## src/hw/rtl/lr_pkg.sv

```systemverilog
// shared types and constants for the line rasterizer
package lr_pkg;

    localparam int COORD_BITS  = 6;
    localparam int SYMBOL_BITS = 8;
    localparam int ERR_W       = COORD_BITS + 3;
    localparam int QUEUE_DEPTH = 2;
    localparam int QPTR_W      = (QUEUE_DEPTH > 1) ? $clog2(QUEUE_DEPTH) : 1;
    localparam int QCNT_W      = $clog2(QUEUE_DEPTH + 1);

    typedef logic [COORD_BITS-1:0]  t_coord;
    typedef logic [SYMBOL_BITS-1:0] t_symbol;
    typedef logic signed [ERR_W-1:0] t_err;

    typedef struct packed {
        t_coord  x_start;
        t_coord  y_start;
        t_coord  x_end;
        t_coord  y_end;
        t_coord  delta_x;
        t_coord  delta_y;
        logic    step_x_neg;
        logic    step_y_neg;
        t_err    err_init;
        t_symbol symbol;
    } t_cmd;

endpackage

```

## src/hw/rtl/lr_front.sv

```systemverilog
// front end: takes line commands and works out deltas, step directions and starting error
module lr_front
    import lr_pkg::*;
(
    input  logic    i_clk,
    input  logic    i_rst_n,
    input  logic    i_valid,
    output logic    o_ready,
    input  t_coord  i_x_start,
    input  t_coord  i_y_start,
    input  t_coord  i_x_end,
    input  t_coord  i_y_end,
    input  t_symbol i_symbol,
    output logic    o_cmd_valid,
    input  logic    i_cmd_ready,
    output t_cmd    o_cmd
);

    logic r_vld;
    t_cmd r_cmd;
    t_cmd n_cmd;
    logic accept;

    always_comb begin
        n_cmd            = '0;
        n_cmd.x_start    = i_x_start;
        n_cmd.y_start    = i_y_start;
        n_cmd.x_end      = i_x_end;
        n_cmd.y_end      = i_y_end;
        n_cmd.symbol     = i_symbol;
        n_cmd.delta_x    = (i_x_start > i_x_end) ? i_x_start - i_x_end : i_x_end - i_x_start;
        n_cmd.delta_y    = (i_y_start > i_y_end) ? i_y_start - i_y_end : i_y_end - i_y_start;
        n_cmd.step_x_neg = !(i_x_start < i_x_end);
        n_cmd.step_y_neg = !(i_y_start < i_y_end);
        n_cmd.err_init   = $signed({{(ERR_W-COORD_BITS){1'b0}}, n_cmd.delta_x})
                         - $signed({{(ERR_W-COORD_BITS){1'b0}}, n_cmd.delta_y});
    end

    assign o_ready     = !r_vld || i_cmd_ready;
    assign accept      = i_valid && o_ready;
    assign o_cmd_valid = r_vld;
    assign o_cmd       = r_cmd;

    always_ff @(posedge i_clk) begin
        if (!i_rst_n) begin
            r_vld <= 1'b0;
        end else if (accept) begin
            r_vld <= 1'b1;
        end else if (i_cmd_ready) begin
            r_vld <= 1'b0;
        end
    end

    always_ff @(posedge i_clk) begin
        if (accept) begin
            r_cmd <= n_cmd;
        end
    end

    a_stall_holds: assert property (@(posedge i_clk) disable iff (!i_rst_n)
        r_vld && !i_cmd_ready |=> r_vld && $stable(r_cmd))
        else $error("front: pending command changed while stalled");

endmodule

```

## src/hw/rtl/lr_queue.sv

```systemverilog
// short command queue between front and back ends
module lr_queue
    import lr_pkg::*;
(
    input  logic i_clk,
    input  logic i_rst_n,
    input  logic i_push_valid,
    output logic o_push_ready,
    input  t_cmd i_push_cmd,
    output logic o_pop_valid,
    input  logic i_pop_ready,
    output t_cmd o_pop_cmd
);

    t_cmd              r_mem [QUEUE_DEPTH];
    logic [QPTR_W-1:0] r_wr_ptr;
    logic [QPTR_W-1:0] r_rd_ptr;
    logic [QCNT_W-1:0] r_count;
    logic              push;
    logic              pop;

    assign o_push_ready = (r_count != QCNT_W'(QUEUE_DEPTH));
    assign o_pop_valid  = (r_count != '0);
    assign o_pop_cmd    = r_mem[r_rd_ptr];
    assign push         = i_push_valid && o_push_ready;
    assign pop          = o_pop_valid && i_pop_ready;

    function automatic logic [QPTR_W-1:0] f_inc(input logic [QPTR_W-1:0] p);
        logic [QPTR_W-1:0] r;
        r = (p == QPTR_W'(QUEUE_DEPTH - 1)) ? '0 : p + 1'b1;
        return r;
    endfunction

    always_ff @(posedge i_clk) begin
        if (!i_rst_n) begin
            r_wr_ptr <= '0;
            r_rd_ptr <= '0;
            r_count  <= '0;
        end else begin
            if (push) begin
                r_wr_ptr <= f_inc(r_wr_ptr);
            end
            if (pop) begin
                r_rd_ptr <= f_inc(r_rd_ptr);
            end
            if (push && !pop) begin
                r_count <= r_count + 1'b1;
            end else if (pop && !push) begin
                r_count <= r_count - 1'b1;
            end
        end
    end

    always_ff @(posedge i_clk) begin
        if (push) begin
            r_mem[r_wr_ptr] <= i_push_cmd;
        end
    end

    a_count_bound: assert property (@(posedge i_clk) disable iff (!i_rst_n)
        r_count <= QCNT_W'(QUEUE_DEPTH))
        else $error("queue: fill count beyond depth");

    a_ptr_gap: assert property (@(posedge i_clk) disable iff (!i_rst_n)
        (r_count == '0 || r_count == QCNT_W'(QUEUE_DEPTH)) |-> r_wr_ptr == r_rd_ptr)
        else $error("queue: pointers disagree with fill count");

endmodule

```

## src/hw/rtl/lr_back.sv

```systemverilog
// back end: steps through the line one pixel per cycle, while the output is not stalled, into an output register
module lr_back
    import lr_pkg::*;
(
    input  logic    i_clk,
    input  logic    i_rst_n,
    input  logic    i_cmd_valid,
    output logic    o_cmd_ready,
    input  t_cmd    i_cmd,
    output logic    o_valid,
    input  logic    i_ready,
    output t_coord  o_pixel_x,
    output t_coord  o_pixel_y,
    output t_symbol o_pixel_symbol,
    output logic    o_last_pixel
);

    logic    r_busy;
    t_coord  r_cur_x, r_cur_y, r_tgt_x, r_tgt_y, r_dx, r_dy;
    logic    r_sxn, r_syn;
    t_err    r_err;
    t_symbol r_sym;
    logic    r_out_vld;
    t_coord  r_out_x, r_out_y;
    t_symbol r_out_sym;
    logic    r_out_last;

    logic    emit, at_end, load, step_x, step_y;
    t_err    e2, dx_s, dy_s, n_err;
    t_coord  n_cur_x, n_cur_y;

    assign at_end      = (r_cur_x == r_tgt_x) && (r_cur_y == r_tgt_y);
    assign emit        = r_busy && (!r_out_vld || i_ready);
    assign o_cmd_ready = !r_busy;
    assign load        = i_cmd_valid && !r_busy;

    always_comb begin
        dx_s    = $signed({{(ERR_W-COORD_BITS){1'b0}}, r_dx});
        dy_s    = $signed({{(ERR_W-COORD_BITS){1'b0}}, r_dy});
        e2      = r_err <<< 1;
        step_x  = (e2 > -dy_s);
        step_y  = (e2 < dx_s);
        n_err   = r_err - (step_x ? dy_s : t_err'(0)) + (step_y ? dx_s : t_err'(0));
        n_cur_x = r_cur_x;
        n_cur_y = r_cur_y;
        if (step_x) begin
            n_cur_x = r_sxn ? r_cur_x - 1'b1 : r_cur_x + 1'b1;
        end
        if (step_y) begin
            n_cur_y = r_syn ? r_cur_y - 1'b1 : r_cur_y + 1'b1;
        end
    end

    always_ff @(posedge i_clk) begin
        if (!i_rst_n) begin
            r_busy    <= 1'b0;
            r_out_vld <= 1'b0;
        end else begin
            if (load) begin
                r_busy <= 1'b1;
            end else if (emit && at_end) begin
                r_busy <= 1'b0;
            end
            if (emit) begin
                r_out_vld <= 1'b1;
            end else if (i_ready) begin
                r_out_vld <= 1'b0;
            end
        end
    end

    always_ff @(posedge i_clk) begin
        if (load) begin
            r_cur_x <= i_cmd.x_start;
            r_cur_y <= i_cmd.y_start;
            r_tgt_x <= i_cmd.x_end;
            r_tgt_y <= i_cmd.y_end;
            r_dx    <= i_cmd.delta_x;
            r_dy    <= i_cmd.delta_y;
            r_sxn   <= i_cmd.step_x_neg;
            r_syn   <= i_cmd.step_y_neg;
            r_err   <= i_cmd.err_init;
            r_sym   <= i_cmd.symbol;
        end else if (emit && !at_end) begin
            r_cur_x <= n_cur_x;
            r_cur_y <= n_cur_y;
            r_err   <= n_err;
        end
        if (emit) begin
            r_out_x    <= r_cur_x;
            r_out_y    <= r_cur_y;
            r_out_sym  <= r_sym;
            r_out_last <= at_end;
        end
    end

    assign o_valid        = r_out_vld;
    assign o_pixel_x      = r_out_x;
    assign o_pixel_y      = r_out_y;
    assign o_pixel_symbol = r_out_sym;
    assign o_last_pixel   = r_out_last;

    a_last_ends: assert property (@(posedge i_clk) disable iff (!i_rst_n)
        emit && at_end |=> !r_busy && o_last_pixel)
        else $error("back: end point beat did not close the line");

    a_mid_continues: assert property (@(posedge i_clk) disable iff (!i_rst_n)
        emit && !at_end |=> r_busy && !o_last_pixel)
        else $error("back: line stopped before its end point");

    a_no_load_busy: assert property (@(posedge i_clk) disable iff (!i_rst_n)
        r_busy |-> !o_cmd_ready)
        else $error("back: command taken while a line is in progress");

endmodule

```

## src/hw/rtl/line_rasterizer_top.sv

```systemverilog
// Bresenham line rasterizer: one command in, one beat per pixel out, last beat marked at the end point.
// A command of deltas dx and dy yields max(dx, dy) + 1 output beats, one per cycle from the
// stepping unit in the back end while the output is not stalled; the unit is loaded between
// commands while idle. The front end register and a two-entry command queue take further
// commands while a line is being drawn.
module line_rasterizer_top
    import lr_pkg::*;
(
    input  logic    i_clk,
    input  logic    i_rst_n,
    input  logic    i_valid,
    output logic    o_ready,
    input  t_coord  i_x_start,
    input  t_coord  i_y_start,
    input  t_coord  i_x_end,
    input  t_coord  i_y_end,
    input  t_symbol i_symbol,
    output logic    o_valid,
    input  logic    i_ready,
    output t_coord  o_pixel_x,
    output t_coord  o_pixel_y,
    output t_symbol o_pixel_symbol,
    output logic    o_last_pixel
);

    logic f_vld, f_rdy, q_vld, q_rdy;
    t_cmd f_cmd, q_cmd;

    lr_front u_front (
        .i_clk       (i_clk),
        .i_rst_n     (i_rst_n),
        .i_valid     (i_valid),
        .o_ready     (o_ready),
        .i_x_start   (i_x_start),
        .i_y_start   (i_y_start),
        .i_x_end     (i_x_end),
        .i_y_end     (i_y_end),
        .i_symbol    (i_symbol),
        .o_cmd_valid (f_vld),
        .i_cmd_ready (f_rdy),
        .o_cmd       (f_cmd)
    );

    lr_queue u_queue (
        .i_clk        (i_clk),
        .i_rst_n      (i_rst_n),
        .i_push_valid (f_vld),
        .o_push_ready (f_rdy),
        .i_push_cmd   (f_cmd),
        .o_pop_valid  (q_vld),
        .i_pop_ready  (q_rdy),
        .o_pop_cmd    (q_cmd)
    );

    lr_back u_back (
        .i_clk          (i_clk),
        .i_rst_n        (i_rst_n),
        .i_cmd_valid    (q_vld),
        .o_cmd_ready    (q_rdy),
        .i_cmd          (q_cmd),
        .o_valid        (o_valid),
        .i_ready        (i_ready),
        .o_pixel_x      (o_pixel_x),
        .o_pixel_y      (o_pixel_y),
        .o_pixel_symbol (o_pixel_symbol),
        .o_last_pixel   (o_last_pixel)
    );

endmodule

```

## config.mk

```make
export PLATFORM = sky130hd
export DESIGN_NAME = line_rasterizer_top
export DESIGN_NICKNAME = d
export VERILOG_FILES = /design/src/hw/rtl/lr_pkg.sv /design/src/hw/rtl/lr_front.sv /design/src/hw/rtl/lr_queue.sv /design/src/hw/rtl/lr_back.sv /design/src/hw/rtl/line_rasterizer_top.sv
export SDC_FILE = /design/constraint.sdc
export NUM_CORES = 1
export LEC_CHECK = 0
export ABC_AREA = 1
export BUFFER_PORTS_ARGS = -buffer_cell sky130_fd_sc_hd__buf_2
export CELL_PAD_IN_SITES_DETAIL_PLACEMENT = 0
export CELL_PAD_IN_SITES_GLOBAL_PLACEMENT = 1
export CORE_ASPECT_RATIO = 0.8
export CORE_MARGIN = 5
export CORE_UTILIZATION = 30
export DETAILED_ROUTE_END_ITERATION = 8
export PLACE_DENSITY_LB_ADDON = 0.08
export SETUP_SLACK_MARGIN = 0.5
export SLEW_MARGIN = 5
export SYNTH_ARGS = -nofsm -noshare
export SYNTH_HDL_FRONTEND = slang
export SYNTH_SLANG_ARGS = --single-unit
```

## constraint.sdc

```tcl
create_clock -name i_clk -period 3.9 [get_ports i_clk]
set_input_delay 0.195 -clock i_clk [delete_from_list [all_inputs] [get_ports i_clk]]
set_output_delay 0.195 -clock i_clk [all_outputs]
set_load 0.01 [all_outputs]
```

Word level (Yosys, flattened, before mapping)
Memories as Yosys holds them, arrays and structs flattened. A register that Yosys moved wholly into a read port is not among the register bits.
Cells that the tools add are included.
Storage, ports and cells
  flip-flop bits (word level): 138
  input port bits: 36
  RAM bits: 110
  logic and storage cells: 113
  memories kept: 1
  output and inout port bits: 23
Operators by class
  equal/unequal tests: 3
  reductions and logical operators: 29
  magnitude comparators: 6
  add/subtract/negate cells: 16
  muxes and demuxes: 28
Memories
  u_queue.r_mem: words 2, bits a word 55, rd ports 1, clocked after Yosys merged registers in 1, wr ports 1, RTL line lr_queue.sv:15  | t_cmd r_mem [QUEUE_DEPTH];
Operator list (count)
  6-bit two-way mux: 12
  6-bit subtractor: 4
  9-bit two-way mux: 2
  2-bit nonzero test: 8
  6-bit by 1-bit adder with 6-bit output (second input constant): 2
  6-bit == test: 2
  6-bit greater-than comparator: 2
  6-bit < comparator: 2
  1-bit two-way mux: 12
  6-bit by 1-bit subtractor with 6-bit output (second input constant): 2
  9-bit adder: 1
  9-bit greater-than comparator: 1
  1-bit logical AND: 9
  9-bit by 7-bit < comparator with 1-bit output: 1
  6-bit negator with 9-bit output: 1
  9-bit subtractor: 1
  1-bit zero test: 8
  6-bit by 6-bit subtractor with 7-bit output: 1
  2-bit two-way mux: 2
  2-bit AND reduction: 2
  1-bit adder (second input constant): 2
  2-bit by 1-bit adder with 2-bit output (second input constant): 1
  1-bit logical OR: 2
  2-bit != test (second input constant): 1
  2-bit by 1-bit subtractor with 2-bit output (second input constant): 1

Logic depth before layout (Yosys ltp)
  depth in word-level cells: 7
  mapped depth: 26
  depth with buffers taken out: 26

Cells and area by module
Synthesis repeated with hierarchy kept, for this count alone.
Second synthesis, totals
  cells, all modules: 959
  area total of the unflattened synthesis: 11885.1 um^2
By module, submodules not included
  lr_queue: seq. area each 3403.3 um^2, times used 1, cells each 208, area each 4461.8 um^2
  lr_back: seq. area each 2292.2 um^2, times used 1, cells each 434, area each 4254.1 um^2
  lr_front: seq. area each 1611.5 um^2, times used 1, cells each 317, area each 3169.3 um^2

Least setup slack after synthesis
No wires, ideal clock.
  path kind: reg-to-reg
  start point: register u_back.r_dy[2]
  end point: register u_back.r_err[7], data pin
  path slack: 343 ps
  arrival: 3304 ps
  library setup time: 252 ps
  clock period less this slack: 3557 ps
  path buffers: 0
  required time: 3648 ps
  stages on the path, launching flop included: 22
  cells stage by stage: edfxtp_1 > nor3_1 > nand3_1 > xor2_1 > ha_1 > nand2_1 > nor2_1 > nand3_1 > nand3_1 > nand2_1 > nand2_1 > nor2_1 > fa_1 > inv_1 > ha_1 > a21o_1 > a21boi_0 > nand2_1 > nand2_1 > nand2_1 > nand2_1 > nand2_1
Between the ends
  cells in the longest elaborated chain, start to end: 7
RTL lines
  start: declaration: RTL line lr_back.sv:19  | t_coord r_cur_x, r_cur_y, r_tgt_x, r_tgt_y, r_dx, r_dy;
  start signal: assignment: RTL line lr_back.sv:79  | r_dy <= i_cmd.delta_y;
  6-bit negator with 9-bit output: RTL line lr_back.sv:41  | step_x = (e2 > -dy_s);
  9-bit greater-than comparator: RTL line lr_back.sv:41
  6-bit two-way mux (*): RTL line lr_back.sv:43  | n_err = r_err - (step_x ? dy_s : t_err'(0)) + (step_y ? dx_s : t_err'(0));
  9-bit subtractor (*): RTL line lr_back.sv:43
  9-bit adder (*): RTL line lr_back.sv:43
  9-bit two-way mux (*): RTL line lr_back.sv:84  | end else if (emit && !at_end) begin
  9-bit two-way mux (*): RTL line lr_back.sv:73  | if (load) begin
  end signal: assignment: RTL line lr_back.sv:82  | r_err <= i_cmd.err_init;
  end signal: assignment: RTL line lr_back.sv:87  | r_err <= n_err;
  end: declaration: RTL line lr_back.sv:21  | t_err r_err;
Every way passes the cells marked *; elsewhere a longest branch is shown, timed or not. The select of a mux whose other input is x is not followed.
A chain may end at the register's enable or synchronous reset.

Worst setup path after layout
  start point: register u_back.r_dy[1]
  end point: register u_back.r_err[6], data pin
Same word-level chain as after synthesis.

==> flow_results.org <==
** Synth
- Post-synth net total :: 1080
- The synthesized design spends more area on one cell type than any other, namely edfxtp_1.
- Of the post-synthesis cell area, the dominant cell type holds 63.2%.
- Sequential-to-total area share from yosys stat :: 64.6%
- Counting distinct cell types in the post-synthesis netlist gives 32.
- A synthesized cell averages 11.5 um2.
- Synth top area cells :: edfxtp_1, nand2_1, ha_1
- Synthesis handed over a netlist of 971 instances.
- Cell area after synthesis :: 0.0111 mm2
- The Yosys step of the flow raised 0 warnings.
- FF+latch count, synth :: 242

** GRT
- Largest net degree at the start of global routing :: 54
- First-pass GRT wire length :: 39500 um
- The total overflow left after global routing is 0.
- Vias in the first global route :: 6820
- The number of antenna violations at the first check in global routing came to 0.
- Global routing consumed, over all layers together, 12.3% of the routing resources.

** Placed design
- Placement Setup Slack :: 0.0965 ns
- Input/output buffers :: 58
- The congestion estimate from routability-driven global placement came to 0.757.
- Detailed placement finished with a half-perimeter wire length of 17400 um.

** Timing
- For the final database, setup skew stands at 0.0132 ns.
- Portion of the clock cycle consumed by the worst path in the final layout :: 92.1%
- Highest Clock Rate :: 0.278 GHz
- Slew of the pin with the lowest slew margin :: 0.839 ns
- Counting I/O delays and the setup requirement, the final critical path takes 3.59 ns.
- Hold Violations, Final :: 0
- In the final timing run, aggregate negative setup slack is 0 ns.
- Worst path setup slack after routing :: 0.309 ns
- Worst slew margin relative to its limit :: 44.1%
- Unrepaired setup endpoints after global routing :: yes
- Setup Viol. Count Final :: 0
- Max-slew violations :: 0

** Power
- Leakage power :: 5.75 nW
- IR Drop Worst-Case VDD :: 0.000505 V
- Pwr/cell area :: 856 mW/mm2

** Setup path
- The critical path goes through inv_2 > ha_4 > nand3_4 > xor2_1 > ha_1 > nand2_1 > inv_1 > nand4_1 > o21ai_0 > nand2_2 > nand2_4 > nor2_2 > ha_1 > inv_1 > ha_2 > fa_2 > nand3_2 > nand2_2 > nand3_2 > nand2_1 > nand2_1 > nand2_1 > nand2_1 > nand2_1.
- Required time of the critical path :: 4.17 ns
- The worst setup path is launched from a register.
- Data arrival time of the critical path :: 3.86 ns
- The critical path is of the register to register type.
- The critical path contains buffers and inverters numbering 3 combined.
- Along the worst path, the maximum fanout reaches 7.
- Among the stages of the critical path, the cell type that occurs most often is nand2_1.
- Crit path largest cell delay :: 0.44 ns
- Largest delay contributor family on the critical path :: adder cells
- The largest individual stage delay along the critical path comes from the cell edfxtp_1.
- Crit. End Element :: register

** Die
- Boundary Pins :: 59
- Floorplan row count :: 63
- The die is 182 um tall.
- The total area inside the core boundary comes to 0.0368 mm2.
- Width of the die :: 225 um
- The die covers 0.0411 mm2.
- The initial utilization of the core area, before any placement, comes to 30.2%.

** CTS
- After clock tree synthesis, the clock-pin slew on the worst setup and hold paths is 0.06 ns.
- Later-pin clock latency in the skew report :: 0.53 ns
- Clock H-tree levels :: 1
- Clock tree synthesis inserted a total of 28 buffers.
- Buffer depth of the longest clock path :: 3
- CTS placed an instance of clkbuf_16 at the clock tree root.
- CTS tree :: done
- The tree built by TritonCTS fans out to 242 sinks.

** Route
- Summing over every cut layer, the via total after detailed routing is 6685.
- The count of nets left with antenna violations once routing finished came out at 0.
- After detailed routing, the total wire length is 25200 um.
- After detailed routing, the average wire length per cell comes to 15.6 um.
- # DRC :: 0
- Using the TritonRoute via totals, the vias-per-cell ratio works out to 4.15.
- For this block, the initial DRC count from the detailed router was 331.
- The first detailed-routing pass took 4 iterations.

** Cells and area
- Post-synthesis to final-layout area growth :: 22.1%
- Filler cell count :: 3606
- The library cell used most frequently in the layout, excluding fill and tap cells, is nand2_1.
- In the layout the commonest cells are nand2_1, edfxtp_1, inv_1, buf_2, ha_1.
- Of the cells placed in the final design, the portion with a size suffix greater than 1 is 17.1%.
- Nets :: 1210
- Inserted Diodes :: 0

** Outcome
- Result of the run :: complete, no violations

** Worst hold path
- The tightest min-delay check is of the input port to register type.

** Job
- Max-cap violations in this run came to 0.
==> state kept, by name, indices dropped and copies added, names as in the netlist, 2 cells and up, named ones only <==
register	flops
u_queue.r_mem	106
u_front.o_cmd	53
u_back.o_pixel_symbol	8
u_back.r_err	8
u_back.r_sym	8
u_back.o_pixel_x	6
u_back.o_pixel_y	6
u_back.r_cur_x	6
u_back.r_cur_y	6
u_back.r_dx	6
u_back.r_dy	6
u_back.r_tgt_x	6
u_back.r_tgt_y	6
u_queue.r_count	2
==> Yosys cell counts (all sizes together) <==
| cell type | count |
|---|---|
| nand2 | 313 |
| edfxtp | 234 |
| inv | 138 |
| ha | 60 |
| a21oi | 38 |
| nor2 | 37 |
| nand3 | 33 |
| xor2 | 24 |
| o21ai | 20 |
| fa | 13 |
| buf | 10 |
| dfxtp | 8 |
| xnor2 | 8 |
| a31oi | 7 |
| clkbuf | 7 |
| nand4 | 4 |
| o31ai | 4 |
| nor3 | 3 |
| o211ai | 2 |
| o21bai | 2 |
| or2 | 2 |
| a21boi | 1 |
| a21o | 1 |
| and2 | 1 |
| nand3b | 1 |
==> layout make-up <==
class	instances	area (um2)	share of cell area, %
inverter	138	520	3.83
multi-input combinational	574	3550	26.1
tap	487	609	4.48
clock buffer	36	752	5.53
timing repair buffer	117	821	6.04
sequential	242	7190	52.9
clock inverter	16	153	1.12
==> worst register-to-register path, stage by stage, from the launching register on <==
cell and delay, ns:
edfxtp_1 0.44, inv_2 0.12, ha_4 0.15, nand3_4 0.09, xor2_1 0.16, ha_1 0.29, nand2_1 0.07, inv_1 0.07
nand4_1 0.07, o21ai_0 0.19, nand2_2 0.09, nand2_4 0.14, nor2_2 0.06, ha_1 0.26, inv_1 0.04, ha_2 0.21
fa_2 0.41, nand3_2 0.08, nand2_2 0.08, nand3_2 0.08, nand2_1 0.05, nand2_1 0.06, nand2_1 0.04, nand2_1 0.05
nand2_1 0.05
==> path summary, 6_finish.rpt <==
check	start	slack, ns	cells after the start	to
worst max-delay path	u_back.r_dy[1]$_DFFE_PP_	0.31	24	u_back.r_err[6]$_DFFE_PP_
worst min-delay path	i_symbol[5]	0.38	2	u_front.o_cmd[5]$_DFFE_PP_
worst max register to register	u_back.r_dy[1]$_DFFE_PP_	0.31	24	u_back.r_err[6]$_DFFE_PP_
worst min register to register	u_back.r_sym[4]$_DFFE_PP_	0.42	0	u_back.o_pixel_symbol[4]$_DFFE_PP_
==> cells by family (layout without fill, tap and decap cells) <==
group           count (synthesis)  in the layout  share of synthesized area, %
simple gates                  394            394                          14.4
flops                         242            242                          64.6
buf+inv                       155            307                          5.59
fa+ha+maj                      73             73                          9.09
compound gates                 75             75                          3.78
xor+xnor                       32             32                          2.52
==> power by group <==
part	switching (mW)	total (mW)	internal (mW)
combinational	2.94	4.91	1.97
clock	1.01	2.56	1.55
sequential	0.351	4.16	3.81
total	4.30	11.6	7.33
==> through the flow <==
| step | cells | total power, mW | utilization [%] | hold slack (ns) | area [um2] |
|---|---|---|---|---|---|
| after CTS | 1606 | 11.6 | 36.7 | 0.355 | 13500 |
| final | 1610 | 11.6 | 36.9 | 0.382 | 13600 |
| after floorplan | 971 | 7.07 | - | 0.294 | 11100 |
| after global placement | 1513 | 8.37 | 32.8 | 0.374 | 12100 |
| after global routing | 1610 | 12.5 | 36.9 | 0.373 | 13600 |
| after detailed placement | 1513 | 8.35 | 32.8 | 0.373 | 12100 |
==> timing repair <==
item                                   CTS  global route
endpoints found under the hold margin   40             0
buffers inserted                         6             4
pin swaps                                7            11
setup endpoints to repair                7             7
hold buffers                            35             0
gates resized for setup                 28            13
==> routing by layer <==
metal | GRT usage [%] | part of all wire, % | vias up
li1 | - | - | 3485
met1 | 19.5 | 54 | 3088
met2 | 18.0 | 41 | 87
met3 | 1.96 | 3.3 | 25
met4 | 2.11 | 1.2 | 0
met5 | 0 | 0 | -
(Power assumes the default switching activity.)
